<file path="config.mk">
export PLATFORM = sky130hd
export DESIGN_NAME = sha256_stream_hash
export DESIGN_NICKNAME = d
export VERILOG_FILES = /design/src/sv/sha_pkg.sv /design/src/sv/sha_core.sv /design/src/sv/sha256_stream_hash.sv
export SDC_FILE = /design/constraint.sdc
export NUM_CORES = 2
export LEC_CHECK = 0
export BUFFER_PORTS_ARGS = -buffer_cell sky130_fd_sc_hd__buf_4
export CAP_MARGIN = 5
export CORE_ASPECT_RATIO = 0.9
export CORE_MARGIN = 1.5
export CORE_UTILIZATION = 35
export DETAILED_ROUTE_END_ITERATION = 12
export PLACE_DENSITY = 0.52
export SYNTH_ARGS = -nofsm -noshare
export SYNTH_HDL_FRONTEND = slang
export SYNTH_SLANG_ARGS = --single-unit
export TNS_END_PERCENT = 5
</file>
<file path="constraint.sdc">
create_clock -name clk_i -period 13 [get_ports clk_i]
set_clock_uncertainty 0.15 [all_clocks]
set_input_delay 0.65 -clock clk_i [delete_from_list [all_inputs] [get_ports clk_i]]
set_output_delay 0.65 -clock clk_i [all_outputs]
set_load 0.02 [all_outputs]
</file>
<file path="src/sv/sha_pkg.sv">
`timescale 1ns / 1ps

package sha_pkg;

  // Byte offsets inside a 64-byte block that the padding logic watches.
  localparam logic [5:0] BlockLastFill = 6'd63;
  localparam logic [5:0] LengthFill    = 6'd56;

  // First padding byte after the message.
  localparam logic [7:0] PadByte = 8'h80;

  // Digest word positions and schedule window depth.
  localparam logic [2:0] LastWordIdx = 3'd7;
  localparam int unsigned NumWords   = 8;
  localparam int unsigned WinDepth   = 16;

  // Initial chaining value of SHA-256.
  localparam logic [31:0] InitHash [NumWords] = '{
    32'h6a09e667, 32'hbb67ae85, 32'h3c6ef372, 32'ha54ff53a,
    32'h510e527f, 32'h9b05688c, 32'h1f83d9ab, 32'h5be0cd19
  };

  // Requests from the byte sequencer to the round unit.
  typedef struct packed {
    logic       load;   // shift one message byte into the schedule window
    logic       start;  // begin compressing the window into the chain
    logic       init;   // return the chain to the initial hash value
    logic [7:0] data;   // byte to shift in
  } core_ctl_t;

  // Round constants, one per round.
  function automatic logic [31:0] round_k(input logic [5:0] idx);
    logic [31:0] k;
    case (idx)
      6'd0:  k = 32'h428a2f98;  6'd1:  k = 32'h71374491;
      6'd2:  k = 32'hb5c0fbcf;  6'd3:  k = 32'he9b5dba5;
      6'd4:  k = 32'h3956c25b;  6'd5:  k = 32'h59f111f1;
      6'd6:  k = 32'h923f82a4;  6'd7:  k = 32'hab1c5ed5;
      6'd8:  k = 32'hd807aa98;  6'd9:  k = 32'h12835b01;
      6'd10: k = 32'h243185be;  6'd11: k = 32'h550c7dc3;
      6'd12: k = 32'h72be5d74;  6'd13: k = 32'h80deb1fe;
      6'd14: k = 32'h9bdc06a7;  6'd15: k = 32'hc19bf174;
      6'd16: k = 32'he49b69c1;  6'd17: k = 32'hefbe4786;
      6'd18: k = 32'h0fc19dc6;  6'd19: k = 32'h240ca1cc;
      6'd20: k = 32'h2de92c6f;  6'd21: k = 32'h4a7484aa;
      6'd22: k = 32'h5cb0a9dc;  6'd23: k = 32'h76f988da;
      6'd24: k = 32'h983e5152;  6'd25: k = 32'ha831c66d;
      6'd26: k = 32'hb00327c8;  6'd27: k = 32'hbf597fc7;
      6'd28: k = 32'hc6e00bf3;  6'd29: k = 32'hd5a79147;
      6'd30: k = 32'h06ca6351;  6'd31: k = 32'h14292967;
      6'd32: k = 32'h27b70a85;  6'd33: k = 32'h2e1b2138;
      6'd34: k = 32'h4d2c6dfc;  6'd35: k = 32'h53380d13;
      6'd36: k = 32'h650a7354;  6'd37: k = 32'h766a0abb;
      6'd38: k = 32'h81c2c92e;  6'd39: k = 32'h92722c85;
      6'd40: k = 32'ha2bfe8a1;  6'd41: k = 32'ha81a664b;
      6'd42: k = 32'hc24b8b70;  6'd43: k = 32'hc76c51a3;
      6'd44: k = 32'hd192e819;  6'd45: k = 32'hd6990624;
      6'd46: k = 32'hf40e3585;  6'd47: k = 32'h106aa070;
      6'd48: k = 32'h19a4c116;  6'd49: k = 32'h1e376c08;
      6'd50: k = 32'h2748774c;  6'd51: k = 32'h34b0bcb5;
      6'd52: k = 32'h391c0cb3;  6'd53: k = 32'h4ed8aa4a;
      6'd54: k = 32'h5b9cca4f;  6'd55: k = 32'h682e6ff3;
      6'd56: k = 32'h748f82ee;  6'd57: k = 32'h78a5636f;
      6'd58: k = 32'h84c87814;  6'd59: k = 32'h8cc70208;
      6'd60: k = 32'h90befffa;  6'd61: k = 32'ha4506ceb;
      6'd62: k = 32'hbef9a3f7;  6'd63: k = 32'hc67178f2;
      default: k = 32'h0;
    endcase
    return k;
  endfunction

  function automatic logic [31:0] rotr(input logic [31:0] x, input int unsigned n);
    return (x >> n) | (x << (32 - n));
  endfunction

  function automatic logic [31:0] big_sigma0(input logic [31:0] x);
    return rotr(x, 2) ^ rotr(x, 13) ^ rotr(x, 22);
  endfunction

  function automatic logic [31:0] big_sigma1(input logic [31:0] x);
    return rotr(x, 6) ^ rotr(x, 11) ^ rotr(x, 25);
  endfunction

  function automatic logic [31:0] small_sigma0(input logic [31:0] x);
    return rotr(x, 7) ^ rotr(x, 18) ^ (x >> 3);
  endfunction

  function automatic logic [31:0] small_sigma1(input logic [31:0] x);
    return rotr(x, 17) ^ rotr(x, 19) ^ (x >> 10);
  endfunction

endpackage

</file>
<file path="src/sv/sha_core.sv">
`timescale 1ns / 1ps

module sha_core (
  input  logic               clk_i,
  input  logic               rst_ni,
  input  sha_pkg::core_ctl_t ctl_i,
  input  logic [2:0]         rd_idx_i,
  output logic               busy_o,
  output logic [31:0]        digest_o
);
  import sha_pkg::*;

  typedef enum logic [1:0] {
    C_IDLE,
    C_RUN,
    C_ADD
  } core_state_e;

  core_state_e state_q;
  logic [5:0]  rnd_q;
  logic [31:0] chain_q [NumWords];
  logic [31:0] vars_q  [NumWords];
  logic [31:0] win_q   [WinDepth];

  logic [31:0] w_new;
  logic [31:0] w_cur;
  logic [31:0] t1;
  logic [31:0] t2;

  // Schedule expansion and one compression round.
  always_comb begin
    w_new = small_sigma1(win_q[14]) + win_q[9] + small_sigma0(win_q[1]) + win_q[0];
    w_cur = (rnd_q[5:4] == 2'd0) ? win_q[0] : w_new;
    t1 = vars_q[7] + big_sigma1(vars_q[4])
       + ((vars_q[4] & vars_q[5]) ^ (~vars_q[4] & vars_q[6]))
       + round_k(rnd_q) + w_cur;
    t2 = big_sigma0(vars_q[0])
       + ((vars_q[0] & vars_q[1]) ^ (vars_q[0] & vars_q[2]) ^ (vars_q[1] & vars_q[2]));
  end

  assign busy_o   = (state_q != C_IDLE);
  assign digest_o = chain_q[rd_idx_i];

  // Sequencer, round counter and chaining value.
  always_ff @(posedge clk_i or negedge rst_ni) begin
    if (!rst_ni) begin
      state_q <= C_IDLE;
      rnd_q   <= '0;
      chain_q <= InitHash;
    end else begin
      case (state_q)
        C_IDLE: begin
          if (ctl_i.init) begin
            chain_q <= InitHash;
          end
          if (ctl_i.start) begin
            rnd_q   <= '0;
            state_q <= C_RUN;
          end
        end
        C_RUN: begin
          rnd_q <= rnd_q + 6'd1;
          if (rnd_q == BlockLastFill) begin
            state_q <= C_ADD;
          end
        end
        C_ADD: begin
          for (int i = 0; i < NumWords; i++) begin
            chain_q[i] <= chain_q[i] + vars_q[i];
          end
          state_q <= C_IDLE;
        end
        default: state_q <= C_IDLE;
      endcase
    end
  end

  // Working variables and schedule window; both are written before use.
  always_ff @(posedge clk_i) begin
    if (state_q == C_IDLE) begin
      if (ctl_i.load) begin
        // The window acts as one 512-bit shift register, big-endian.
        for (int i = 0; i < WinDepth - 1; i++) begin
          win_q[i] <= {win_q[i][23:0], win_q[i+1][31:24]};
        end
        win_q[WinDepth-1] <= {win_q[WinDepth-1][23:0], ctl_i.data};
      end
      if (ctl_i.start) begin
        vars_q <= chain_q;
      end
    end else if (state_q == C_RUN) begin
      for (int i = 0; i < WinDepth - 1; i++) begin
        win_q[i] <= win_q[i+1];
      end
      win_q[WinDepth-1] <= w_cur;
      vars_q[7] <= vars_q[6];
      vars_q[6] <= vars_q[5];
      vars_q[5] <= vars_q[4];
      vars_q[4] <= vars_q[3] + t1;
      vars_q[3] <= vars_q[2];
      vars_q[2] <= vars_q[1];
      vars_q[1] <= vars_q[0];
      vars_q[0] <= t1 + t2;
    end
  end

endmodule

</file>
<file path="src/sv/sha256_stream_hash.sv">
`timescale 1ns / 1ps

// SHA-256 of a byte stream, one byte per input request. A request with tuser
// set carries a message byte; tlast ends the message, and a request with tuser
// clear and tlast set ends it without a byte. Every 64th byte starts a
// compression in the shared round unit, which runs one round per cycle through
// 64 rounds and a chain update. Input is taken again in the cycle after the
// compression ends. At the end of a message the padding bytes go through the
// same byte path, one per cycle, and each padded block is followed by the same
// compression wait; the first digest word is loaded once the last padded
// block is compressed. Then the eight digest words leave the output register,
// word 0 (most significant) first, one per accepted output request, and the
// hash restarts from the initial value for the next message. Input is not
// taken while a compression, the padding or the digest readout is in progress.
module sha256_stream_hash (
  input  logic        clk_i,
  input  logic        rst_ni,
  input  logic        s_axis_tvalid,
  output logic        s_axis_tready,
  input  logic [7:0]  s_axis_tdata,   // [7:0] data_byte
  input  logic        s_axis_tuser,   // [0] has_byte
  input  logic        s_axis_tlast,   // last
  output logic        m_axis_tvalid,
  input  logic        m_axis_tready,
  output logic [39:0] m_axis_tdata,   // [31:0] digest_word, [34:32] word_index, rest zero
  output logic        m_axis_tlast    // last_word
);
  import sha_pkg::*;

  typedef enum logic [2:0] {
    S_IDLE,
    S_COMP,
    S_PAD,
    S_PCOMP,
    S_OUT
  } top_state_e;

  top_state_e  state_q, state_d;
  logic [5:0]  fill_q, fill_d;
  logic [60:0] total_q, total_d;
  logic [63:0] len_q, len_d;
  logic        first_q, first_d;
  logic        lenph_q, lenph_d;
  logic [2:0]  ocnt_q, ocnt_d;
  logic        mvalid_q, mvalid_d;
  logic [31:0] mdata_q, mdata_d;
  logic [2:0]  midx_q, midx_d;
  logic        mlast_q, mlast_d;

  core_ctl_t   ctl;
  logic        core_busy;
  logic [31:0] digest;
  logic        out_free;

  sha_core u_core (
    .clk_i    (clk_i),
    .rst_ni   (rst_ni),
    .ctl_i    (ctl),
    .rd_idx_i (ocnt_q),
    .busy_o   (core_busy),
    .digest_o (digest)
  );

  assign s_axis_tready = (state_q == S_IDLE);
  assign m_axis_tvalid = mvalid_q;
  assign m_axis_tdata  = {5'd0, midx_q, mdata_q};
  assign m_axis_tlast  = mlast_q;
  assign out_free      = !mvalid_q || m_axis_tready;

  // Byte gathering, padding and digest readout sequencer.
  always_comb begin
    state_d  = state_q;
    fill_d   = fill_q;
    total_d  = total_q;
    len_d    = len_q;
    first_d  = first_q;
    lenph_d  = lenph_q;
    ocnt_d   = ocnt_q;
    mvalid_d = mvalid_q;
    mdata_d  = mdata_q;
    midx_d   = midx_q;
    mlast_d  = mlast_q;
    ctl      = '0;

    if (mvalid_q && m_axis_tready) begin
      mvalid_d = 1'b0;
    end

    case (state_q)
      S_IDLE: begin
        if (s_axis_tvalid) begin
          if (s_axis_tuser) begin
            ctl.load  = 1'b1;
            ctl.data  = s_axis_tdata;
            ctl.start = (fill_q == BlockLastFill);
            fill_d    = fill_q + 6'd1;
            total_d   = total_q + 61'd1;
          end
          if (s_axis_tlast) begin
            len_d   = {total_d, 3'b000};
            first_d = 1'b1;
            lenph_d = 1'b0;
            state_d = ctl.start ? S_PCOMP : S_PAD;
          end else if (ctl.start) begin
            state_d = S_COMP;
          end
        end
      end
      S_COMP: begin
        if (!core_busy) begin
          state_d = S_IDLE;
        end
      end
      S_PAD: begin
        // Marker byte first, then zeros up to the length field, then the length.
        ctl.load = 1'b1;
        fill_d   = fill_q + 6'd1;
        if (first_q) begin
          ctl.data = PadByte;
          first_d  = 1'b0;
        end else if (lenph_q || (fill_q == LengthFill)) begin
          ctl.data = len_q[63:56];
          len_d    = {len_q[55:0], 8'h00};
          lenph_d  = 1'b1;
        end else begin
          ctl.data = 8'h00;
        end
        if (fill_q == BlockLastFill) begin
          ctl.start = 1'b1;
          state_d   = S_PCOMP;
        end
      end
      S_PCOMP: begin
        if (!core_busy) begin
          state_d = (lenph_q && (fill_q == 6'd0)) ? S_OUT : S_PAD;
        end
      end
      S_OUT: begin
        if (out_free) begin
          mvalid_d = 1'b1;
          mdata_d  = digest;
          midx_d   = ocnt_q;
          mlast_d  = (ocnt_q == LastWordIdx);
          ocnt_d   = ocnt_q + 3'd1;
          if (ocnt_q == LastWordIdx) begin
            ctl.init = 1'b1;
            total_d  = '0;
            fill_d   = '0;
            state_d  = S_IDLE;
          end
        end
      end
      default: state_d = S_IDLE;
    endcase
  end

  // State and registered outputs.
  always_ff @(posedge clk_i or negedge rst_ni) begin
    if (!rst_ni) begin
      state_q  <= S_IDLE;
      fill_q   <= '0;
      total_q  <= '0;
      first_q  <= 1'b0;
      lenph_q  <= 1'b0;
      ocnt_q   <= '0;
      mvalid_q <= 1'b0;
    end else begin
      state_q  <= state_d;
      fill_q   <= fill_d;
      total_q  <= total_d;
      first_q  <= first_d;
      lenph_q  <= lenph_d;
      ocnt_q   <= ocnt_d;
      mvalid_q <= mvalid_d;
    end
  end

  // Payload registers.
  always_ff @(posedge clk_i) begin
    len_q   <= len_d;
    mdata_q <= mdata_d;
    midx_q  <= midx_d;
    mlast_q <= mlast_d;
  end

endmodule

</file>
Word level (Yosys, flattened, before mapping). Memories as Yosys holds them, arrays and structs flattened. Index checks and enable logic that the tools add are counted.

Input port bits: 14. Logic and storage cells: 233. Memories: 2. ROM bits: 2048. Output and inout port bits: 43. Bits in registers: 696. Bits in writable memories: 512.

Add/sub/neg operators: 22. Bitwise gates (word level): 44. Order comparisons: 1. Eq/ne operators: 24. Multiplexer cells: 87. Reductions and logical operators: 24.

Memories: (no name shown) (depth 64, bits a word 32, rd ports 1, clocked after Yosys merged registers in 0, write ports 0, RTL line sha_pkg.sv:34) `case (idx)`; u_core.win_q (depth 16, bits a word 32, rd ports 16, clocked after Yosys merged registers in 0, write ports 16, RTL line sha_core.sv:23) `logic [31:0] win_q [WinDepth];`.

Operator list (number): $mux 256 (4); $mux 32 (19); $add 32x32->32 (18); $pmux 256 s2 (1); $xor 32x32->32 (9); $mux 64 (4); $mux 61 (4); $and 32x32->32 (5); $pmux 64 s2 (1); $pmux 61 s2 (1); $bmux 32 s3 (1); $add 61x1->61 const B (1); $mux 8 (4); $not 32->32 (1); $or 10x32->32 (1); $or 13x32->32 (1); $or 14x32->32 (1); $or 15x32->32 (1); $or 19x32->32 (1); $or 21x32->32 (1); $or 25x32->32 (1); $or 26x32->32 (1); $or 30x32->32 (1); $or 7x32->32 (1); other kinds (39) (119).

Longest topological paths before layout. An unclocked memory read counts as a cell.

Depth in word-level cells: 12. Depth in mapped cells: 45. Depth with buffers taken out: 44.

Cells and area by module. From an unflattened synthesis, not the netlist that was laid out.

Cells, all modules: 8826. Area total of the unflattened synthesis: 81175.4 um^2.

Modules (own cells, without submodules): sha_core (cells each 7903, instances 1, area each 72021.6 um^2); sha256_stream_hash (cells each 923, instances 1, area each 9153.8 um^2).

Least setup slack after synthesis. OpenSTA, ideal clock, no wires.

Path kind: input to register. From: input port s_axis_tvalid. To: memory u_core.win_q[0][0], enable pin. Stages: 9. Path buffers: 3. Setup slack: -1.113 ns. Arrival time: 10.331 ns. Cells stage by stage: nor2b_1 -> and2_1 -> clkbuf_1 -> nand2_1 -> nand2_1 -> nand2_1 -> clkbuf_1 -> clkbuf_1 -> nand2_1.

RTL lines: from (decl) (RTL line sha256_stream_hash.sv:18) `input logic s_axis_tvalid,`; to (decl) (RTL line sha_core.sv:23).

==> results.yml <==
status:
  status: "finished clean"
critical_path:
  startpoint_type: "flop"
  end_kind: "flop"
  worstSetupPathType: "reg2reg"
  required_ns: 13.38
  crit_fanout: 6
  worst_ep_arrival_time_ns: 11.55
  critPathSlowestCell: "fa_1"
  rr_worst_depth: 42
  cpPeakStageDelay_ns: 0.55
global_routing:
  grt_pass1_wl_um: 397700
  grt_antenna_before_repair: 2
  grt_use_total_pct: 22.60
  grt_max_degree: 241
  grt_pass1_vias: 60070
  grt-ovfl-total: 0
route:
  wl_per_cell_um: 22.88
  wirelength_um: 265800
  drc_errors: 0
  vias: 62500
  vias_per_cell: 5.380
  drtIter0Drc: 6170
  antenna_left: 0
  drtPass1Iterations: 6
timing:
  hold_viol: 0
  finalCriticalPeriod_ns: 11.17
  setup_ws_ns: 1.827
  finalSetupViolCount: 0
  fin_tns_setup_ns: 0
  rsz0062_at_grt: "false"
  maxSlewViolCount: 0
  clock.fmax_ghz: 0.08950
  fin_crit_sh_pct: 85.95
  tightest_slew_ns: 1.352
  maxSlewHeadroom_pct: 9.881
synth:
  yosysTopAreaCellShare_pct: 32.47
  ys_top_cells_by_count: "2,502 x nand2_1, 865 x edfxtp_1, 544 x a21oi_1, 521 x o21ai_0, 459 x nor2_1"
  yosysWarningCount: 0
  synth_area_leaders: "edfxtp_1 32%, nand2_1 12%, dfrtp_1 6.4%, ha_1 6.4%, fa_1 4.9%"
  synth_seq_cells: 1205
  async_flop_share_pct: 28.22
  synth_seq_area_share_pct: 43.32
  synth_edf_count: 865
  synth_cells: 8669
  syn_avg_cell_area_um2: 9.228
  syn_area_um2: 80000
  synth_area_leader_cell: "edfxtp_1"
  synth.most_common_cell: "nand2_1"
  yosysUniqueCellTypes: 98
  ys.flop_type: "edfxtp_1"
floorplan:
  rows: 166
  io_pins: 57
  dieWidth_um: 507.0
  die_y_um: 456.6
  core_um2: 227200
  start_util_pct: 35.21
  dieArea_um2: 231500
clock_tree:
  clkTransAtPathRegs_ns: 0.07
  cts_buffer_depth: 3
  clk_latency_ns: 0.82
  cts_made_buffers: 148
  clock-sinks: 1205
  cts_tree: "done"
  clockRootBuffer: "clkbuf_16"
  htree_levels: 4
  post-cts-setup-buffer-count: 0
cells_and_area:
  multi_input_area_um2: 42290
  n_fill_cell: 22810
  design_area_um2: 87960
  fin_util_pct: 38.71
  syn_to_final_growth_pct: 9.946
  seqCellArea_um2: 34670
  nets: 9088
  drive_gt1_share_pct: 7.599
place:
  place_area_um2: 83110
  place_hpwl_um: 191600
  gp_congestion: 0.9472
  preCtsSetupSlack_ns: 2.049
  port-buffer-count: 51
min_path:
  holdPathStages: 3
  hp-class: "in2reg"
job:
  maxCapViolations: 0
## worst max-delay path, delay by kind of cell, from the launching register on
| family | cells | cell delay, ns |
|---|---|---|
| AO/OA/AOI/OAI | 18 | 4.08 |
| XOR/XNOR | 4 | 0.76 |
| adder cells (fa/ha/maj) | 9 | 3.90 |
| buffers and inverters | 3 | 0.16 |
| flip-flops | 1 | 0.50 |
| AND/OR/NAND/NOR | 8 | 1.35 |
## kinds of logic (layout without fill, tap and decap cells)
logic type / count (synthesis) / after routing / synth area share [%]
AOI/OAI and AO/OA: 1749 / 1749 / 13.37
buffers and inverters: 834 / 754 / 3.957
and+or+nand+nor: 3446 / 3446 / 17.53
adders and majority gates: 620 / 620 / 11.47
other: 1 / 6 / 0.004688
DFF: 1205 / 1205 / 43.32
muxes: 166 / 166 / 3.216
xor gates and xnor gates: 648 / 648 / 7.130
## per-stage QoR
stage,hold slack [ns],cells
floorplan,0.2044,8673
global placement,0.3470,11340
detailed placement,0.3587,11340
CTS,0.04305,11620
global route,0.08412,11620
finish,0.09724,11620
## cell usage in the layout (no fill, tap or decap), types with 24 or more instances in the layout
master	count
a211oi_1	43
a21o_1	176
a21oi_1	544
a31oi_1	42
and2_1	24
and3_1	61
buf_4	128
clkbuf_1	40
clkbuf_16	150
clkinv_1	29
dfrtp_1	198
dfstp_2	136
edfxtp_1	865
fa_1	195
ha_1	408
inv_1	342
mux2_2	38
mux2i_1	59
mux4_2	69
nand2_1	2499
nand2b_1	67
nand3_1	85
nand4_1	29
nor2_1	455
nor2b_1	42
nor3_1	73
o211ai_1	29
o21a_1	56
o21ai_0	521
o21bai_1	56
o31ai_1	43
or3_1	31
xnor2_1	403
xor2_1	242
## path summary, 6_finish.rpt
kind	from	end	slack (ns)
worst max-delay path	u_core.win_q[0][40]	u_core.vars_q[253]	1.83
worst min-delay path	m_axis_tready	m_axis_tvalid	0.1
worst max register to register	u_core.win_q[0][40]	u_core.vars_q[253]	1.83
worst min register to register	total_q[60]	total_q[60]	0.37
max in group asynchronous	rst_ni	u_core.chain_q[247]	9.66
min in group asynchronous	rst_ni	total_q[24]	0.24
## cell type report
type                       count  share of cell area (%)
antenna                        1                0.002845
tap                         3024                   4.302
inverter                     346                   1.485
multi-input combinational   6634                   48.09
sequential                  1205                   39.42
timing repair buffer         136                   1.235
clock inverter                77                  0.9574
clock buffer                 195                   4.517
## what timing repair did
item,4_1_cts,5_1_grt
hold endpoints to repair,39,0
hold buffers,3,0
gates resized for setup,0,0
## state kept, by name (all words and copies together), names as in the netlist, 2 cells and up
signal          flops
midx_q              3
fill_q              6
u_core.chain_q    256
total_q            61
u_core.state_q      2
mdata_q            32
u_core.rnd_q        6
u_core.win_q      512
ocnt_q              3
len_q              61
state_q             3
u_core.vars_q     256
## routing by layer
layer	wire length (um)	part of all wire (%)	GRT usage, %
met2	115700	44	33.94
met3	16570	6.2	3.516
met5	0	0	0
met1	127100	48	33.66
met4	6464	2.4	5.689
Power is left out: the tool's default activity adds up to more than one toggle a clock period on the data nets, which glitch-free logic cannot reach.
